--- src/otlc_pkg.sv ---
// Shared types and constants for the ordering table link compactor.
// No dependencies; imported by every module under src.
package otlc_pkg;

  localparam int DEPTH     = 256;
  localparam int IDX_W     = $clog2(DEPTH);
  localparam int SIZE_W    = IDX_W + 1;
  localparam int WORD_W    = 32;
  localparam int MIN_TABLE = 8;
  localparam int CFG_IDX_W = 1;

  typedef logic [IDX_W-1:0]  idx_t;
  typedef logic [SIZE_W-1:0] size_t;
  typedef logic [WORD_W-1:0] word_t;
  typedef logic [1:0]        func_t;
  typedef logic [7:0]        count_t;

  localparam func_t FUNC_WRITE   = 2'd0;
  localparam func_t FUNC_READ    = 2'd1;
  localparam func_t FUNC_COMPACT = 2'd2;

  localparam logic [CFG_IDX_W-1:0] REG_BASE_ADDR  = 1'd0;
  localparam logic [CFG_IDX_W-1:0] REG_TABLE_SIZE = 1'd1;

endpackage

--- src/otlc_link_cmp.sv ---
// Link compare unit: checks whether a table word points at a given slot.
// Depends on otlc_pkg.
module otlc_link_cmp (
  input  otlc_pkg::word_t base_addr,
  input  otlc_pkg::idx_t  pos,
  input  otlc_pkg::word_t word,
  output logic            match
);
  import otlc_pkg::*;

  word_t slot_addr;

  assign slot_addr = base_addr + word_t'({pos, 2'b00});
  assign match     = (word == slot_addr);

endmodule

--- config.mk ---
export PLATFORM = sky130hd
export DESIGN_NAME = otlc_link_cmp
export DESIGN_NICKNAME = d
export VERILOG_FILES = /design/src/otlc_pkg.sv /design/src/otlc_link_cmp.sv
export SDC_FILE = /design/constraint.sdc
export NUM_CORES = 1
export LEC_CHECK = 0
export BUFFER_PORTS_ARGS = -buffer_cell sky130_fd_sc_hd__buf_2
export CAP_MARGIN = 5
export CORE_ASPECT_RATIO = 0.9
export CORE_UTILIZATION = 40
export DETAILED_ROUTE_END_ITERATION = 8
export PLACE_DENSITY = 0.8
export SLEW_MARGIN = 20
export SYNTH_ARGS = -nofsm -noshare
export SYNTH_HDL_FRONTEND = slang
export SYNTH_SLANG_ARGS = --single-unit
--- constraint.sdc ---
create_clock -name vclk -period 4
set_clock_uncertainty 0.1 [all_clocks]
set_input_delay 0.8 -clock vclk [all_inputs]
set_output_delay 0.8 -clock vclk [all_outputs]
set_load 0.02 [all_outputs]
==> results of run 1 <==
-- cells by family (layout without fill, tap and decap cells) --
family	count (synthesis)	count (layout)	synth area share [%]
and+or+nand+nor	71	71	31.0
AOI/OAI and AO/OA	45	45	25.7
xor gates and xnor gates	43	43	30.5
adders and majority gates	9	9	9.72
buffers and inverters	5	84	2.33
muxes	1	1	0.810
-- final timing paths --
path	slack (ns)	start	end	cells past startpoint
worst max-delay path	-0.05	base_addr[2]	match	12
worst min-delay path	2.07	word[16]	match	6
-- Yosys cell counts (3+ instances only) --
master,n
xor2_1,28
o211ai_1,4
nand3_1,8
and3_1,3
nor3_1,4
or3_1,4
nor2_1,13
o21ai_0,10
xnor2_1,15
nand3b_1,4
a21oi_1,7
nand2_1,15
ha_1,8
nand4_1,8
a211oi_1,4
nor4_1,5
-- routing by layer --
metal / GRT usage (%) / routed length [um] / share of wire (%) / up-vias
met5: 0 / 0 / 0 / -
met4: 2.65 / 10 / 0.25 / 0
met3: 0.946 / 294 / 7.4 / 2
met2: 41.2 / 1980 / 50 / 74
met1: 31.7 / 1670 / 42 / 736
li1: - / - / - / 819
-- area by class of cell --
| class | instances | area (um^2) |
|---|---|---|
| well taps | 40 | 50.0 |
| repair buffers | 82 | 445 |
| fillers | 290 | 1050 |
| inverters | 2 | 7.51 |
| multi-input cells | 169 | 1280 |
-- through the flow --
stage | area [um^2] | std cells | TNS, ns | hold slack [ns]
2_1_floorplan | 1240 | 174 | 0 | 1.80
3_3_place_gp | 1680 | 291 | -0.0351 | 2.05
3_5_place_dp | 1680 | 291 | -0.111 | 2.07
4_1_cts | 1700 | 291 | 0 | 2.07
5_1_grt | 1790 | 293 | -0.0853 | 2.10
6_report | 1790 | 293 | -0.0526 | 2.07
-- power breakdown --
group          switching [mW]  internal [mW]  total, mW
logic                   0.115          0.110      0.225
clock network               0              0          0
registers                   0              0          0
total                   0.115          0.110      0.225
-- tightest hold or removal path, delay by kind of cell --
kind                      cells  cell delay, ns
and+or+nand+nor               2            0.14
buffers and inverters         2            0.23
xor gates and xnor gates      1            0.08
AOI/OAI and AO/OA             1            0.12
-- repair_timing --
item	CTS	global route
setup endpoints to repair	1	1
pin swaps	4	12
gates cloned	0	0
setup buffers	0	2
resized for setup	5	17
==> results.sh, run 1 <==
export IMPL_irDropWorstVdd_v=0.0000585
export IMPL_drive_gt1_share_pct=39.5
export IMPL_required_ns=3.10
export IMPL_drcViolationCount=0
export IMPL_vias=1631
export IMPL_drv_cap=0
export IMPL_startpoint_type="input pin"
export IMPL_crit_chain="buf_6, ha_4, fa_2, a211oi_4, o21ai_1, o21ai_1, buf_4, and3_4, o211ai_1, a311o_1, nor4_2, buf_2"
export IMPL_chipWidth_um=60.6
export IMPL_status="finished, violations left"
export IMPL_grt_pass1_vias=1407
export IMPL_fin_ws_ns=-0.0526
export IMPL_cp_common_cell="o21ai_1"
export IMPL_violations="negative setup slack"
export IMPL_rsz0062_at_grt="true"
export IMPL_ys_seq_area_share_pct=0
export IMPL_syn_inst=174
export IMPL_path_class="input pin to output pin"
export IMPL_fin_nets=336
export IMPL_final_antenna_net_count=0
export IMPL_port_buffers=73
export IMPL_synth_cell_types=42
export IMPL_synth_top_area_share_pct=19.8
export IMPL_track_usage_pct=23.1
export IMPL_grt_overflow=0
export IMPL_hp_class="input pin to output pin"
export IMPL_slew_violations=0
export IMPL_finish_utilization_pct=62.9
export IMPL_cp_top_family="compound AO/OA/AOI/OAI gates"
export IMPL_worstPathMaxFanout=3
export IMPL_place_ws_ns=-0.111
export IMPL_max_freq_mhz=247
export IMPL_n_antenna_cell=0
export IMPL_syn_cell_area_mm2=0.00124
export IMPL_grt_max_degree=8
export IMPL_netlist_top_cells_area="xor2_1 20%, xnor2_1 11%, ha_1 8.1%"
export IMPL_initial_utilization_pct=43.6
export IMPL_fp_coreArea_mm2=0.00284
export IMPL_nClkBuffers=0
export IMPL_cp_slowest_stage_delay_ns=0.39
export IMPL_final_hold_viol_count=0
export IMPL_netlist_top_cell_by_area="xor2_1"
export IMPL_finalCritPeriodShare_pct=101
export IMPL_syn_to_final_growth_pct=44.4
export IMPL_critPathBufInv=3
export IMPL_slew_headroom_pct=70.7
export IMPL_tightest_slew_ns=0.436
export IMPL_final_common_cell="buf_2"
export IMPL_num_rows=18
export IMPL_dr_pass1_iters=4
export IMPL_leakagePower_nw=0.775
export IMPL_place_gp_congestion=0.889
export IMPL_via_per_inst=5.57
export IMPL_drt_iter0_markers=82
export IMPL_avgSynthCellArea_um2=7.10
export IMPL_endpoint_kind="output pin"
export IMPL_p_per_area_mw_per_mm2=126
export IMPL_most_common_layout_cells="71 x buf_2, 28 x xor2_1, 15 x nand2_1, 15 x xnor2_1, 13 x nor2_1"
export IMPL_wl_um=3960
export IMPL_antenna_found_initial=0
export IMPL_ys_warn_count=0
export IMPL_final_seq_area_um2=0
export IMPL_crit_arrival_ns=3.15
export IMPL_flops_and_latches=0
export IMPL_ctsHoldBuffers=0
export IMPL_routedWlPerCell_um=13.5
export IMPL_total_power_mw=0.225
export IMPL_grt_pass1_wl_um=5900
export IMPL_hpwl_um=3150
export IMPL_die_h_um=54.7
export IMPL_finalSetupViolCount=1
export IMPL_synthesis_nets=255
export IMPL_num_io_pins=73
export IMPL_die_area_mm2=0.00332
export IMPL_slowest_stage="fa_2"
export IMPL_min_period_ns=4.05
Note: power is estimated with default switching activity, not from simulation.
==> inputs of run 2 (changes only) <==
Settings changed: CORE_MARGIN from default to 8, SKIP_LAST_GASP from default to 1.
==> results.sh, run 2 (synthesis results as in run 1) <==
export IMPL_place_inst=294
export IMPL_leakagePower_nw=0.772
export IMPL_fp_coreArea_mm2=0.00300
export IMPL_p_sw_mw=0.108
export IMPL_top_usage_layer="met2"
export IMPL_drt_iter0_markers=76
export IMPL_grt_pass1_wl_um=6430
export IMPL_endpoint_kind="output pin"
export IMPL_cp_depth=12
export IMPL_die_area_mm2=0.00513
export IMPL_violations="negative setup slack"
export IMPL_critPathBufInv=3
export IMPL_wl_um=4080
export IMPL_grt_overflow=0
export IMPL_power_share_clock_pct=0
export IMPL_tightest_slew_ns=0.451
export IMPL_grt_use_met2_pct=26.7
export IMPL_n_antenna_cell=0
export IMPL_flops_and_latches=0
export IMPL_via_per_inst=5.47
export IMPL_worstPathMaxFanout=3
export IMPL_required_ns=3.10
export IMPL_initial_utilization_pct=41.3
export IMPL_finalSetupViolCount=1
export IMPL_nClkBuffers=0
export IMPL_seqPwrFrac_pct=0
export IMPL_antenna_found_initial=0
export IMPL_finalCritPeriodShare_pct=101
export IMPL_track_usage_pct=15.0
export IMPL_dr_pass1_iters=4
export IMPL_fin_ws_ns=-0.0560
export IMPL_min_period_ns=4.06
export IMPL_slowest_stage="fa_2"
export IMPL_syn_to_final_growth_pct=42.8
export IMPL_grt_use_met3_pct=2.46
export IMPL_slew_violations=0
export IMPL_status="finished, violations left"
export IMPL_rsz0062_at_grt="true"
export IMPL_stdcell_area_mm2=0.00177
export IMPL_hp_class="input pin to output pin"
export IMPL_fin_nets=337
export IMPL_num_rows=19
export IMPL_drive_gt1_share_pct=38.2
export IMPL_place_gp_congestion=0.919
export IMPL_final_seq_area_um2=0
export IMPL_postPlaceCellArea_mm2=0.00169
export IMPL_drcViolationCount=0
export IMPL_routedWlPerCell_um=13.8
export IMPL_grt_max_degree=8
export IMPL_crit_arrival_ns=3.16
export IMPL_cp_top_family="compound AO/OA/AOI/OAI gates"
export IMPL_path_class="input pin to output pin"
export IMPL_crit_chain="buf_6, ha_4, fa_2, a211oi_2, o21ai_1, o21ai_1, buf_4, and3_4, o211ai_1, a311o_1, nor4_2, buf_4"
export IMPL_p_sw_share_pct=50.2
export IMPL_ctsHoldBuffers=0
export IMPL_cp_slowest_stage_delay_ns=0.37
export IMPL_vias=1620
export IMPL_die_h_um=68.7
export IMPL_irDropWorstVdd_v=0.0000650
export IMPL_globalRouteMet1Util_pct=19.4
export IMPL_num_io_pins=73
export IMPL_slew_headroom_pct=69.7
export IMPL_p_per_area_mw_per_mm2=122
export IMPL_cp_startpoint="pos[0]"
export IMPL_combinationalPowerShare_pct=100.0
export IMPL_fin_cells=296
export IMPL_max_freq_mhz=247
export IMPL_port_buffers=73
export IMPL_startpoint_type="input pin"
export IMPL_p_int_mw=0.107
export IMPL_most_common_layout_cells="70 x buf_2, 28 x xor2_1, 15 x nand2_1, 15 x xnor2_1, 13 x nor2_1"
export IMPL_crit_end="match"
export IMPL_final_hold_viol_count=0
export IMPL_grt_pass1_vias=1539
export IMPL_final_common_cell="buf_2"
export IMPL_chipWidth_um=74.6
export IMPL_drv_cap=0
export IMPL_fillCellCount=300
export IMPL_final_antenna_net_count=0
export IMPL_hpwl_um=3550
==> run 2: changes by cell type in the layout (fill, tap and decap cells not counted), sizes merged <==
cell	change
buf	+1
==> run 2: power by group through the flow <==
stage | logic [mW] | clock network (mW) | registers, mW
6_report | 0.216 | 0 | 0
5_1_grt | 0.238 | 0 | 0
4_1_cts | 0.200 | 0 | 0
3_5_place_dp | 0.198 | 0 | 0
3_3_place_gp | 0.196 | 0 | 0
2_1_floorplan | 0.122 | 0 | 0
==> run 2: what timing repair did <==
| action | CTS | global route |
|---|---|---|
| hold endpoints to repair | 0 | 0 |
| setup endpoints to repair | 1 | 1 |
| buffers inserted | 0 | 2 |
| pin swaps | 1 | 7 |
| cloned | 0 | 0 |
| resized for setup | 1 | 14 |
==> run 2: worst min-delay path by stage <==
stage | endpoint | cells past startpoint | slack [ns] | startpoint
floorplan | match | 4 | 1.80 | word[16]
finish | match | 6 | 2.07 | word[12]
CTS | match | 6 | 2.07 | word[16]
detailed placement | match | 6 | 2.07 | word[16]
global placement | match | 6 | 2.05 | word[16]
global route | match | 6 | 2.13 | word[16]
==> run 2: metrics by stage <==
stage / TNS (ns) / hold WS (ns) / power (mW) / utilization [%] / worst slack (ns)
floorplan: 0 / 1.80 / 0.122 / - / 0.0973
global placement: -0.0518 / 2.05 / 0.196 / 56.5 / -0.0518
detailed placement: -0.0873 / 2.07 / 0.198 / 56.5 / -0.0873
CTS: 0 / 2.07 / 0.200 / 56.7 / 0.0364
global route: -0.177 / 2.13 / 0.238 / 58.9 / -0.177
finish: -0.0560 / 2.07 / 0.216 / 58.9 / -0.0560
==> run 2: final cells by class <==
class / count / area [um^2] / share of cell area, %
well taps: 42 / 52.6 / 2.98
multi-input cells: 169 / 1250 / 70.8
inverters: 2 / 7.51 / 0.425
repair buffers: 83 / 455 / 25.8
==> run 2: metal layers <==
metal  vias to the layer above  wire, um
li1                        825         -
met1                       729      1690
met2                        64      2000
met3                         2       375
met4                         0        15
met5                         -         0
